File: config.mk
export PLATFORM = sky130hd
export DESIGN_NAME = tlg_ram
export DESIGN_NICKNAME = d
export VERILOG_FILES = /design/src/sv/tlg_ram.sv
export SDC_FILE = /design/constraint.sdc
export NUM_CORES = 2
export LEC_CHECK = 0
export BUFFER_PORTS_ARGS = -buffer_cell sky130_fd_sc_hd__buf_4
export CORE_AREA = 2 2 504 631
export DETAILED_ROUTE_END_ITERATION = 16
export DIE_AREA = 0 0 506 633
export PLACE_DENSITY = 0.62
export REMOVE_ABC_BUFFERS = 1
export SLEW_MARGIN = 20
export SYNTH_ARGS = -nofsm -noshare
export SYNTH_HDL_FRONTEND = slang
export SYNTH_SLANG_ARGS = --single-unit
File: constraint.sdc
create_clock -name clk -period 7 [get_ports clk]
set_clock_uncertainty 0.05 [all_clocks]
set_input_delay 0.35 -clock clk [delete_from_list [all_inputs] [get_ports clk]]
set_output_delay 0.35 -clock clk [all_outputs]
set_load 0.02 [all_outputs]
File: src/sv/tlg_ram.sv
module tlg_ram #(
  parameter int WIDTH = 64,
  parameter int DEPTH = 64
) (
  input  logic                     clk,
  input  logic                     we,
  input  logic [$clog2(DEPTH)-1:0] waddr,
  input  logic [WIDTH-1:0]         wdata,
  input  logic [$clog2(DEPTH)-1:0] raddr,
  output logic [WIDTH-1:0]         rdata
);

  logic [WIDTH-1:0] mem [DEPTH];

  always_ff @(posedge clk) begin
    if (we) begin
      mem[waddr] <= wdata;
    end
    rdata <= mem[raddr];
  end

endmodule

* Yosys cells after proc, flatten, opt, wreduce, memory -nomap -nowiden
Memory sizes are Yosys's and may differ from the RTL's. A register that Yosys moved wholly into a read port is not among the register bits. Index checks and enable logic that the tools add are counted.
Word-level totals: memories kept 1, RAM bits 4096, word-level logic and storage cells 3, input port bits 78, bits in registers 0, output and inout bits 64
Memories:
- mem | depth 64, width 64, rd ports 1, clocked after Yosys merged registers in 1, write ports 1, line 13 | logic [WIDTH-1:0] mem [DEPTH];
Cells by class: multiplexer cells 2
Operators with widths (number):
- two-way mux 1 bit | 2

* Logic depth before layout (Yosys ltp)
word-level depth 2, mapped depth 9, gate-level depth less buffers 5

* Worst setup path after synthesis
Ideal clock, no wire load.
path type input to register, from input waddr[3], to memory mem[48][0] (enable), data required time 6.386 ns, arrival 5.222 ns, setup slack 1.164 ns, stages 4, setup time 0.564 ns, cell sequence clkbuf_1 -> nor2b_1 -> nand4b_1 -> nor3_1
RTL lines:
- start: declaration | line 7 | input logic [$clog2(DEPTH)-1:0] waddr,
- end: declaration | line 13
No word-level cell before the write port.

==> summary.md <==
| Metric | Value |
|---|---|
| CTS tree | `built` |
| Die X | `506 um` |
| DR DRC count | `0` |
| Cell Area, Synth | `0.1563 mm2` |
| Final Util | `56.34%` |
| Number of cells on the worst hold path | `4` |
| Crit Path Category | `input port to flip-flop` |
| R2r setup slk | `4670 ps` |
| Initial Util | `49.84%` |
| Final Hold Viols | `0` |
| Synth Warn # | `0` |
| Setup_tns | `0 ps` |
| Outcome | `complete, no violations` |
| Reg-to-Reg Start | `mem[62][52]` |
| Leakage power | `54.96 nW` |
| CP max stage delay | `830 ps` |
| Pre-antenna DRT Iters | `5` |
| Peak supply drop | `0.0002724 V` |
| Worst-case clock buffer depth | `4` |
| Post-route clock period utilization | `45.21%` |
| Ports | `142` |
| CP required | `7660 ps` |
| Register area share after synthesis | `79.49%` |
| Port Buffers | `141` |
| RSZ-0062 raised after global routing | `no` |
| Drt wl/cell | `36.18 um` |
| First-pass GRT wire length | `583.5 mm` |
| Synthesized area per cell | `23.70 um2` |
| Drt total wl | `417.6 mm` |
| Initial antenna violation count | `21` |
| Gpl congestion | `0.7809` |
| Worst EP arrival | `3830 ps` |
| Max Clock Freq | `316.0 MHz` |
| Worst skew pair latency | `940 ps` |
| Placed inst area | `0.1634 mm2` |
| Post-route design area | `0.1767 mm2` |
| Worst r2r path cells | `5` |
| Synth Register Bits | `4,160` |
| Share of layout cells above drive strength 1 | `27.79%` |
| Resize count post-CTS | `0` |
| Hold path endpoint | `mem[31][42]` |
| Max cap viols | `0` |
| Overall Power | `51.16 mW` |
| CTS H-tree depth | `5` |
| Worst min-delay path category | `input port to flip-flop` |
| Endpoint class of the critical path | `flip-flop` |
| Worst-path maximum fanout | `57` |
| Routed vias | `75,110` |
| CTS sink cnt | `4,160` |
| Crit path buf inv count | `2` |
| Netlist cell types | `33` |
| Crit-path leading delay family | `compound AO/OA/AOI/OAI gates` |
| Die Area | `0.3203 mm2` |
| CTS root buffer | `clkbuf_16` |
| Area Overhead vs Synth | `13.04%` |
| Gate Count Post-Synth | `6,598` |
| Pwr dens | `289.5 mW/mm2` |
| Final net count | `7,106` |
| Max Slew Vio Count | `0` |
| Dominant synthesized flop cell | `edfxtp_1` |
| Core box area | `0.3137 mm2` |
| GRT Overall Usage | `25.95%` |
| Critical R2R Capture | `rdata[52]` |
| Standard-cell rows | `230` |
| Slew HR | `20.98%` |
| # setup viols final | `0` |
| CP Launch Type | `input port` |
| Hold wc startpoint | `waddr[0]` |
| Grt ovf | `0` |
| WHS | `154.3 ps` |
| Post-synth ARST share | `0%` |
| Worst path cell trace | `buf_8 -> buf_4 -> nand2_2 -> a2bb2oi_1 -> a31oi_1 -> a211oi_1` |
| Worst-margin pin slew | `1185 ps` |
| Period minus WS final | `3165 ps` |
| 1st-iter DRT viols | `10,270` |
| Clock slew at reported path FFs | `60 ps` |
| Number of synthesized flops with an enable pin | `4,096` |
| CP max-delay cell | `nand2_2` |
| Vias in the first global route | `76,120` |
| Vias per inst | `6.508` |
| Die Y | `633 um` |
| Dpl hpwl | `211.4 mm` |
| Routed Antenna Nets | `0` |
| Num CTS Buffers | `397` |
| Largest net degree at the start of global routing | `115` |
[report_power, final]
| part | internal (mW) | switching (mW) |
|---|---|---|
| clock network | 11.9 | 9.17 |
| registers | 27.6 | 0.0868 |
| logic | 0.913 | 1.50 |
| total | 40.4 | 10.8 |
[cell families (layout without fill, tap and decap cells)]
logic type      Yosys count  after routing  synth area share (%)
flops                  4160           4160                 79.49
compound gates          504            504                 2.477
other cells               0              3                     0
mux                    1159           1159                 15.61
simple gates            386            386                 1.240
buf+inv                 389           1153                 1.180
[synthesized netlist by cell type, types with 58 or more instances]
library cell	count	area, um2
edfxtp_1	4096	123000
mux4_2	1024	23060
buf_2	170	850.8
a22oi_1	168	1261
clkbuf_1	140	525.5
mux2i_1	135	1351
nor2_1	112	420.4
a22o_1	88	770.7
o22ai_1	83	519.3
and3_1	64	400.4
dfxtp_1	64	1281
a211oi_1	63	473.0
nand2_1	58	217.7
[placed cells by master, fill, tap and decap left out, types with 18 or more instances in the layout]
| cell | Yosys | layout |
|---|---|---|
| edfxtp_1 | 4096 | 4096 |
| nor2b_1 | 28 | 24 |
| nand3_1 | 45 | 45 |
| clkinv_1 | 0 | 64 |
| dfxtp_1 | 64 | 64 |
| o221ai_1 | 38 | 38 |
| clkbuf_1 | 140 | 92 |
| a211oi_1 | 63 | 63 |
| a22o_1 | 88 | 88 |
| nand2_1 | 58 | 54 |
| mux2i_1 | 135 | 135 |
| clkinv_2 | 0 | 93 |
| a22oi_1 | 168 | 168 |
| a2bb2oi_1 | 19 | 19 |
| or3_1 | 29 | 29 |
| mux4_2 | 1024 | 1024 |
| bufinv_16 | 0 | 29 |
| nor2_1 | 112 | 47 |
| buf_4 | 34 | 294 |
| a31oi_1 | 18 | 18 |
| clkbuf_16 | 0 | 403 |
| nor2_4 | 0 | 64 |
| dlygate4sd3_1 | 0 | 64 |
| clkbuf_8 | 0 | 24 |
| inv_1 | 19 | 19 |
| a41oi_1 | 26 | 26 |
| o22ai_1 | 83 | 83 |
| or2_2 | 28 | 28 |
| buf_12 | 0 | 38 |
| and3_1 | 64 | 64 |
[how the worst max path moves through the flow]
stage,cells after the start,startpoint,slack (ps),end
final,6,raddr[1],3840,rdata[1]
after global routing,8,raddr[2],3920,rdata[1]
after CTS,8,raddr[2],3990,rdata[1]
after detailed placement,8,raddr[2],3030,rdata[1]
after global placement,8,raddr[2],3040,rdata[1]
after floorplan,3,waddr[4],1300,mem[48][0]
[metal layers]
| metal | GRT usage (%) | up-vias | part of all wire [%] |
|---|---|---|---|
| li1 | - | 29360 | - |
| met1 | 36.68 | 41190 | 39 |
| met2 | 41.92 | 3880 | 49 |
| met3 | 4.367 | 677 | 9.2 |
| met4 | 7.798 | 6 | 3.1 |
| met5 | 0 | - | 0.010 |
[state kept, by name (all words and copies together) (netlist names)]
signal / count
rdata: 64
mem: 4096
[metrics by stage]
stage,setup WS [ps],instances
floorplan,1300,6228
global placement,3038,10740
detailed placement,3026,10740
CTS,3994,11540
global route,3920,11540
finish,3835,11540
[final cells by class]
| class | count | area, um2 |
|---|---|---|
| diodes | 3 | 7.507 |
| clock buffers | 519 | 10760 |
| multi-input cells | 2049 | 30780 |
| repair buffers | 401 | 3721 |
| inverters | 19 | 71.32 |
| clock inverters | 214 | 1888 |
| well taps | 4176 | 5225 |
| flip-flops and latches | 4160 | 124300 |
| fillers | 22920 | 136900 |
[tightest hold or removal path: stages]
cell and delay (ps):
buf_4 140, nand4_1 90, buf_4 260, nor2_4 100
[timing repair]
action	4_1_cts	5_1_grt
buffers inserted	0	0
hold buffers	64	0
setup endpoints to repair	0	0
endpoints found under the hold margin	4096	0
Note: power is estimated with default switching activity, not from simulation.
