`src/sv/tlg_pkg.sv`:
```
package tlg_pkg;

  localparam int COLS = 64;
  localparam int ROWS = 64;

  localparam int CW = $clog2(COLS);
  localparam int RW = $clog2(ROWS);

  localparam logic [8:0]  COLS_LIM = 9'(COLS);
  localparam logic [8:0]  ROWS_LIM = 9'(ROWS);
  localparam logic [RW:0] ROWS_W   = (RW + 1)'(ROWS);
  localparam logic [RW-1:0] ROW_LAST = RW'(ROWS - 1);

  localparam logic [3:0] SURVIVE_LO = 4'd2;
  localparam logic [3:0] BIRTH_CNT  = 4'd3;

  localparam logic [1:0] CMD_SET  = 2'd0;
  localparam logic [1:0] CMD_STEP = 2'd1;
  localparam logic [1:0] CMD_READ = 2'd2;

  typedef struct packed {
    logic [1:0]        cmd;
    logic signed [7:0] col;
    logic signed [7:0] row;
  } in_t;

  typedef struct packed {
    logic alive;
    logic in_range;
  } out_t;

  typedef enum logic [2:0] {
    ST_IDLE,
    ST_ACC,
    ST_SP0,
    ST_SP1,
    ST_SWEEP,
    ST_FIN
  } state_t;

endpackage

```
`src/sv/tlg_row_unit.sv`:
```
module tlg_row_unit (
  input  logic [tlg_pkg::COLS-1:0] up,
  input  logic [tlg_pkg::COLS-1:0] mid,
  input  logic [tlg_pkg::COLS-1:0] dn,
  output logic [tlg_pkg::COLS-1:0] nxt
);
  import tlg_pkg::*;

  for (genvar c = 0; c < COLS; c++) begin : g_cell
    localparam int L = (c == 0) ? COLS - 1 : c - 1;
    localparam int R = (c == COLS - 1) ? 0 : c + 1;
    logic [3:0] count;

    assign count = 4'(up[L]) + 4'(up[c]) + 4'(up[R]) + 4'(mid[L]) + 4'(mid[R])
                 + 4'(dn[L]) + 4'(dn[c]) + 4'(dn[R]);
    assign nxt[c] = mid[c] ? (count == SURVIVE_LO || count == BIRTH_CNT)
                           : (count == BIRTH_CNT);
  end

endmodule

```
`config.mk`:
```
export PLATFORM = sky130hd
export DESIGN_NAME = tlg_row_unit
export DESIGN_NICKNAME = d
export VERILOG_FILES = /design/src/sv/tlg_pkg.sv /design/src/sv/tlg_row_unit.sv
export SDC_FILE = /design/constraint.sdc
export NUM_CORES = 1
export LEC_CHECK = 0
export ABC_AREA = 1
export ABC_CLOCK_PERIOD_IN_PS = 3300
export BUFFER_PORTS_ARGS = -buffer_cell sky130_fd_sc_hd__buf_2
export CAP_MARGIN = 20
export CORE_MARGIN = 2
export CORE_UTILIZATION = 45
export DETAILED_ROUTE_END_ITERATION = 8
export PLACE_DENSITY = 0.7
export SETUP_SLACK_MARGIN = 0.5
export SYNTH_ARGS = -nofsm -noshare
export SYNTH_HDL_FRONTEND = slang
export SYNTH_SLANG_ARGS = --single-unit
export TNS_END_PERCENT = 100
```
`constraint.sdc`:
```
create_clock -name vclk -period 3.3
set_input_delay 0.33 -clock vclk [all_inputs]
set_output_delay 0.33 -clock vclk [all_outputs]
set_load 0.02 [all_outputs]
```
======== Yosys cells after proc, flatten, opt, wreduce, memory -nomap -nowiden ========
Cells that the tools add are included.
cells by class
  add/subtract/negate cells ............... 448
  equality and inequality tests ........... 128
  mux-type cells .......................... 64
  reduce and logical (&&, ||, !) cells .... 64
operators by type and width
  operator            count
  $add 4x1->4         256
  $eq 4x2->1 const B  128
  $add 3x1->4         64
  $add 2x1->3         64
  $add 1x1->2         64
  $logic_or 1x1->1    64
  $mux 1              64
storage, ports and cells
  bits in registers ....................... 0
  bits of input ports ..................... 192
  output and inout bits ................... 64
  logic and storage cells ................. 704

======== Longest topological paths before layout ========
Gate-level depths: netlist (run 1).
  depth after elaboration ................. 10
  depth in mapped cells ................... 11
  gate-level depth less buffers ........... 11

======== Least setup slack after synthesis (run 1) ========
No wires, ideal clock.
  kind .................................... input port to output port
  from .................................... input port up[0] (netlist name)
  to ...................................... output port nxt[1] (netlist name)
  arrival ................................. 2.983 ns
  data required time ...................... 2.970 ns
  setup slack ............................. -0.013 ns
  stages .................................. 9
  buffers on the path ..................... 0
  path through ............................ inv_1 -> fa_1 -> fa_1 -> fa_1 -> inv_1 -> ha_1 -> fa_1 -> nand3_1 -> a21oi_1
on the way
  cells in the longest elaborated chain, start to end .. 10
  elaborated cells on any way between the ends .. 11
RTL lines
  what                                  line                                    source
  start, declared                       tlg_row_unit.sv:2                       input logic [tlg_pkg::COLS-1:0] up,
  $add 1x1->2 (*)                       tlg_row_unit.sv:14                      assign count = 4'(up[L]) + 4'(up[c]) + 4'(up[R]) + 4'(mid[L]) + 4'(mid[R])
  $add 2x1->3 (*)                       tlg_row_unit.sv:14
  $add 3x1->4 (*)                       tlg_row_unit.sv:14
  $add 4x1->4 (*)                       tlg_row_unit.sv:14
  $add 4x1->4 (*) (3 in a row)          tlg_row_unit.sv:15                      + 4'(dn[L]) + 4'(dn[c]) + 4'(dn[R]);
  $eq 4x2->1, on equally long branches  tlg_row_unit.sv:16, tlg_row_unit.sv:17
  $logic_or 1x1->1                      tlg_row_unit.sv:16                      assign nxt[c] = mid[c] ? (count == SURVIVE_LO || count == BIRTH_CNT)
  $mux 1 (*)                            tlg_row_unit.sv:16
  end, declared                         tlg_row_unit.sv:5                       output logic [tlg_pkg::COLS-1:0] nxt
Mark *: on every way between the ends. The rest lies on a longest branch, timed or not.

======== Worst setup path after layout (run 1) ========
  from .................................... input port up[11] (netlist name)
  to ...................................... output port nxt[12] (netlist name)
The elaborated chain is that of the path after synthesis.

==> flow_summary_export.csv, run 1 <==
group,metric,value,unit
cells_and_area,area_growth,41.50,%
cells_and_area,final_core_util,0.6504,
detailed_routing,routed_wl,26420,µm
logic_synthesis,synth_top_area_frac,0.4415,
power_and_ir_drop,p_int,2.961,mW
cells_and_area,drive_gt1_frac,0.3618,
logic_synthesis,syn_avg_cell_area,7.891,µm²
critical_path,path_class,"primary input to output pin",
clock_network,hold_buffers,0,
timing,fmax,293.6,MHz
cells_and_area,n_clock_buffer,0,
critical_path,endpoint_kind,"output pin",
grt,gr-total-overflow,0,
logic_synthesis,yosysSeqAreaShare,0,
placement,dpl_cell_area,0.01524,mm²
power_and_ir_drop,combPwrFrac,1.000,
timing,fin_ws,-0.1055,ns
placement,numPortBuffers,256,
floorplan,start_util,0.4596,
timing,tightest_slew,0.2355,ns
grt,grt_max_degree,4,
timing,fin_crit,3.406,ns
detailed_routing,drtIter0Drc,219,
critical_path,crit_arrival,3.08,ns
power_and_ir_drop,clock_power_share,0,
power_and_ir_drop,seqPwrFrac,0,
cells_and_area,seqCellArea,0,µm²
grt,antenna_found_initial,0,
power_and_ir_drop,p_leak,9.151,nW
timing,relSlewSlack,0.8428,
logic_synthesis,syn_inst,1471,
detailed_routing,viasPerCell,4.513,
logic_synthesis,synth_most_common_cell,"inv_1",
timing,rsz0062_at_grt,"true",
logic_synthesis,yosysTopAreaCell,"fa_1",
logic_synthesis,yosysWarnings,0,
power_and_ir_drop,p_switching,3.474,mW
critical_path,startpoint_type,"primary input",
cells_and_area,final_nets,2494,
grt,grt_pass1_vias,10950,
logic_synthesis,synth_nets,2111,
detailed_routing,drc_errors,0,
detailed_routing,vias,9848,
timing,maxSlewViolCount,0,
timing,setup_viol,61,
logic_synthesis,netlist_area,0.01161,mm²
logic_synthesis,post_synth_num_cell_types,6,
grt,grt.total_usage,0.2031,
detailed_routing,antenna_left,0,
critical_path,setup.worst_path.start,"up[11]",
cells_and_area,final_cell_area,0.01642,mm²
floorplan,die_h,164.6,µm
power_and_ir_drop,max-vdd-ir-drop,0.0002592,V
grt,grt_pass1_wl,46270,µm
floorplan,die-area,0.02709,mm²
critical_path,critPathCapture,"nxt[12]",
floorplan,io_pins,256,
logic_synthesis,synth_area_leaders,"fa_1, ha_1, inv_1, nand2_1, nand3_1",
logic_synthesis,synth_common_cells,"inv_1, fa_1, ha_1, nand2_1, nand3_1",
floorplan,dieWidth,164.6,µm
placement,pre_cts_slack,-0.2201,ns
timing,period_share,1.032,
worst_hold_path,holdCritPathClass,"primary input to output pin",
detailed_routing,wire_per_inst,12.11,µm
cells_and_area,diodes,0,
floorplan,core_area,0.02525,mm²
cells_and_area,fill_cells,2002,
placement,gp_congestion,0.8431,
timing,finalHoldViolCount,0,
placement,dp_hpwl,24240,µm
floorplan,rows,58,
critical_path,worstPathRequired,2.97,ns
timing,tns,-3.359,ns
flow_run,maxCapViolCount,0,
outcome,status,"complete, but fails checks",
power_and_ir_drop,powerDensity,391.8,mW/mm²
detailed_routing,firstDrtPassIters,4,
cells_and_area,multi_input_area,0.01052,mm²
outcome,violations,"negative setup slack",
cells_and_area,numSequentialCells,0,
power_and_ir_drop,p_sw_frac,0.5398,
critical_path,crit_fanout,2,
## power by group through the flow
stage               Clock [mW]  Combinational, mW  Sequential [mW]
floorplan                    0               4.39                0
global placement             0               5.50                0
detailed placement           0               5.77                0
CTS                          0               6.43                0
global route                 0               7.27                0
finish                       0               6.44                0
## repair_timing
action,CTS,global route
endpoints found under the setup margin,64,64
resized for setup,355,52
setup buffers,1,5
pin swaps,134,95
## layout make-up
class                           count  share of cell area
Timing Repair Buffer              381              0.1817
Tap cell                          330             0.02514
Multi-Input combinational cell    832              0.6407
Inverter                          639              0.1525
## per-stage QoR
step | cells | power (mW) | hold slack (ns)
3_3_place_gp | 2176 | 5.502 | 1.235
3_5_place_dp | 2176 | 5.766 | 1.237
6_report | 2182 | 6.435 | 1.150
5_1_grt | 2182 | 7.265 | 1.183
4_1_cts | 2177 | 6.427 | 1.157
2_1_floorplan | 1471 | 4.386 | 0.8996
## layer usage
| layer | up-vias | GRT usage | routed length, µm |
|---|---|---|---|
| met5 | - | 0 | 0 |
| met3 | 26 | 0.01532 | 1061 |
| met1 | 4696 | 0.2531 | 11000 |
| li1 | 4942 | - | - |
| met4 | 0 | 0.02055 | 308 |
| met2 | 184 | 0.3948 | 14050 |
## how the worst min path moves through the flow
stage,to,startpoint,cells after the start
2_1_floorplan,nxt[1],mid[1],4
3_3_place_gp,nxt[0],mid[0],6
3_5_place_dp,nxt[0],mid[0],6
4_1_cts,nxt[0],mid[0],6
5_1_grt,nxt[0],mid[0],6
6_report,nxt[0],mid[0],6
## kinds of logic (layout without fill, tap and decap cells)
kind of cell	after synthesis	in the layout	share of synthesized area
compound gates	64	64	0.02760
simple gates	320	320	0.1173
fa+ha+maj	448	448	0.6485
buf+inv	639	1020	0.2066
## layout by cell type, fill, tap and decap left out, types with 57 or more instances in the layout
cell     count
buf_4      130
a21oi_4     64
nand2_1    192
nand3_2     64
nand3_1     64
inv_1      543
inv_2       57
ha_1       138
buf_2      141
fa_1       245
buf_6       93
## worst max-delay path, cell delays in order
cell	delay, ns
buf_2	0.10
inv_2	0.05
fa_1	0.54
fa_1	0.43
fa_1	0.49
inv_1	0.05
ha_1	0.20
fa_1	0.51
nand3_2	0.10
a21oi_4	0.12
buf_4	0.15
(Power assumes the default switching activity.)
==> inputs of run 2 (changes only) <==
--- a/config.mk
+++ b/config.mk
@@ -9,10 +9,12 @@
 export ABC_CLOCK_PERIOD_IN_PS = 3300
 export BUFFER_PORTS_ARGS = -buffer_cell sky130_fd_sc_hd__buf_2
 export CAP_MARGIN = 20
+export CELL_PAD_IN_SITES_DETAIL_PLACEMENT = 0
+export CELL_PAD_IN_SITES_GLOBAL_PLACEMENT = 1
 export CORE_MARGIN = 2
-export CORE_UTILIZATION = 45
+export CORE_UTILIZATION = 43
 export DETAILED_ROUTE_END_ITERATION = 8
-export PLACE_DENSITY = 0.7
+export PLACE_DENSITY = 0.88
 export SETUP_SLACK_MARGIN = 0.5
 export SYNTH_ARGS = -nofsm -noshare
 export SYNTH_HDL_FRONTEND = slang
==> flow_summary_export.csv, run 2 (synthesis gave the netlist of run 1 again) <==
group,metric,value,unit
floorplan,rows,60,
critical_path,path_class,"primary input to output pin",
timing,fin_crit,3.423,ns
cells_and_area,n_clock_buffer,0,
grt,grt_max_degree,4,
grt,antenna_found_initial,0,
detailed_routing,drc_errors,0,
timing,whs,1.195,ns
placement,dpl_cell_area,0.01524,mm²
timing,finalHoldViolCount,0,
cells_and_area,layout_commonest_cell,"inv_1",
detailed_routing,wire_per_inst,12.26,µm
timing,period_share,1.037,
floorplan,die_h,168.3,µm
critical_path,slowest_stage,"fa_1",
cells_and_area,final_cell_mix,"inv_1, fa_1, nand2_1",
timing,rsz0062_at_grt,"true",
critical_path,crit_chain,"buf_6, clkinvlp_4, fa_1, fa_1, fa_1, inv_1, ha_2, fa_1, nand3_2, a21oi_4, buf_6",
timing,fin_ws,-0.1227,ns
timing,setup_viol,59,
critical_path,crit_fanout,3,
worst_hold_path,min_delay_path_depth,7,
cells_and_area,final_core_util,0.6323,
floorplan,dieWidth,168.3,µm
detailed_routing,antenna_left,0,
cells_and_area,diodes,0,
outcome,violations,"negative setup slack",
grt,gr-total-overflow,0,
flow_run,maxCapViolCount,0,
power_and_ir_drop,powerDensity,392.8,mW/mm²
timing,tightest_slew,0.2319,ns
cells_and_area,numSequentialCells,0,
cells_and_area,final_cell_area,0.01690,mm²
power_and_ir_drop,max-vdd-ir-drop,0.0002489,V
detailed_routing,routed_wl,26940,µm
placement,numPortBuffers,256,
critical_path,crit_arrival,3.09,ns
timing,maxSlewViolCount,0,
floorplan,io_pins,256,
clock_network,hold_buffers,0,
floorplan,die-area,0.02832,mm²
critical_path,crit_top_cell,"fa_1",
detailed_routing,firstDrtPassIters,4,
grt,grt.total_usage,0.1956,
critical_path,path_buf_inv,4,
critical_path,endpoint_kind,"output pin",
cells_and_area,area_growth,45.59,%
placement,pre_cts_slack,-0.2272,ns
placement,dp_hpwl,24740,µm
outcome,status,"complete, but fails checks",
grt,grt_pass1_wl,47150,µm
worst_hold_path,hold_end,"nxt[12]",
cells_and_area,final_nets,2498,
power_and_ir_drop,p_leak,9.213,nW
placement,gp_congestion,0.8228,
cells_and_area,seqCellArea,0,µm²
floorplan,core_area,0.02673,mm²
detailed_routing,viasPerCell,4.471,
floorplan,start_util,0.4343,
timing,fmax,292.2,MHz
detailed_routing,vias,9823,
critical_path,startpoint_type,"primary input",
cells_and_area,drive_gt1_frac,0.3858,
critical_path,cp_slowest_stage_delay,0.53,ns
worst_hold_path,hp-start,"mid[12]",
critical_path,critPathTopFamily,"adder cells",
detailed_routing,drtIter0Drc,253,
critical_path,worstPathRequired,2.97,ns
worst_hold_path,holdCritPathClass,"primary input to output pin",
timing,relSlewSlack,0.8452,
grt,grt_pass1_vias,10900,
run 2: changes by cell type in the layout (fill, tap and decap cells not counted), sizes merged:
cell  before  now
buf      381  385
run 2: final cells by class:
cell class         instances  area (µm²)
multi-input cells        832       10740
repair buffers           385        3189
fillers                 2176        9827
well taps                341       426.7
inverters                639        2540
run 2: where the power goes:
group / leakage, nW / total [mW] / switching, mW / internal (mW)
Clock: 0 / 0 / 0 / 0
Combinational: 9.21 / 6.64 / 3.56 / 3.08
Sequential: 0 / 0 / 0 / 0
run 2: layer usage:
metal | wire, µm | part of all wire | global-route usage
met1 | 11430 | 0.42 | 0.2564
met2 | 14110 | 0.52 | 0.3663
met3 | 1091 | 0.040 | 0.01340
met4 | 308 | 0.011 | 0.02061
met5 | 0 | 0 | 0
run 2: what timing repair did:
action,4_1_cts,5_1_grt
gates resized for setup,340,181
pin swaps,117,93
setup buffers,8,4
setup endpoints to repair,64,64
run 2: worst min-delay path: cells and delay by family:
kind                   cells  cell delay, ns
AND/OR/NAND/NOR            2            0.13
buffers and inverters      4            0.37
AO/OA/AOI/OAI              1            0.03
run 2: how the worst max path moves through the flow:
stage | from | end | slack (ns) | cells past startpoint
after global routing | up[1] | nxt[2] | -0.23 | 12
after global placement | up[25] | nxt[25] | -0.19 | 11
after floorplan | up[0] | nxt[0] | 0.13 | 9
after CTS | mid[61] | nxt[62] | -0.15 | 11
final | up[1] | nxt[2] | -0.12 | 11
after detailed placement | up[33] | nxt[34] | -0.23 | 11
run 2: stage by stage:
stage | TNS, ns | total power [mW] | instances
final | -2.594 | 6.638 | 2197
after detailed placement | -10.52 | 5.773 | 2185
after global placement | -8.295 | 5.508 | 2185
after CTS | -5.745 | 6.464 | 2193
after floorplan | 0 | 4.386 | 1471
after global routing | -8.157 | 7.484 | 2197
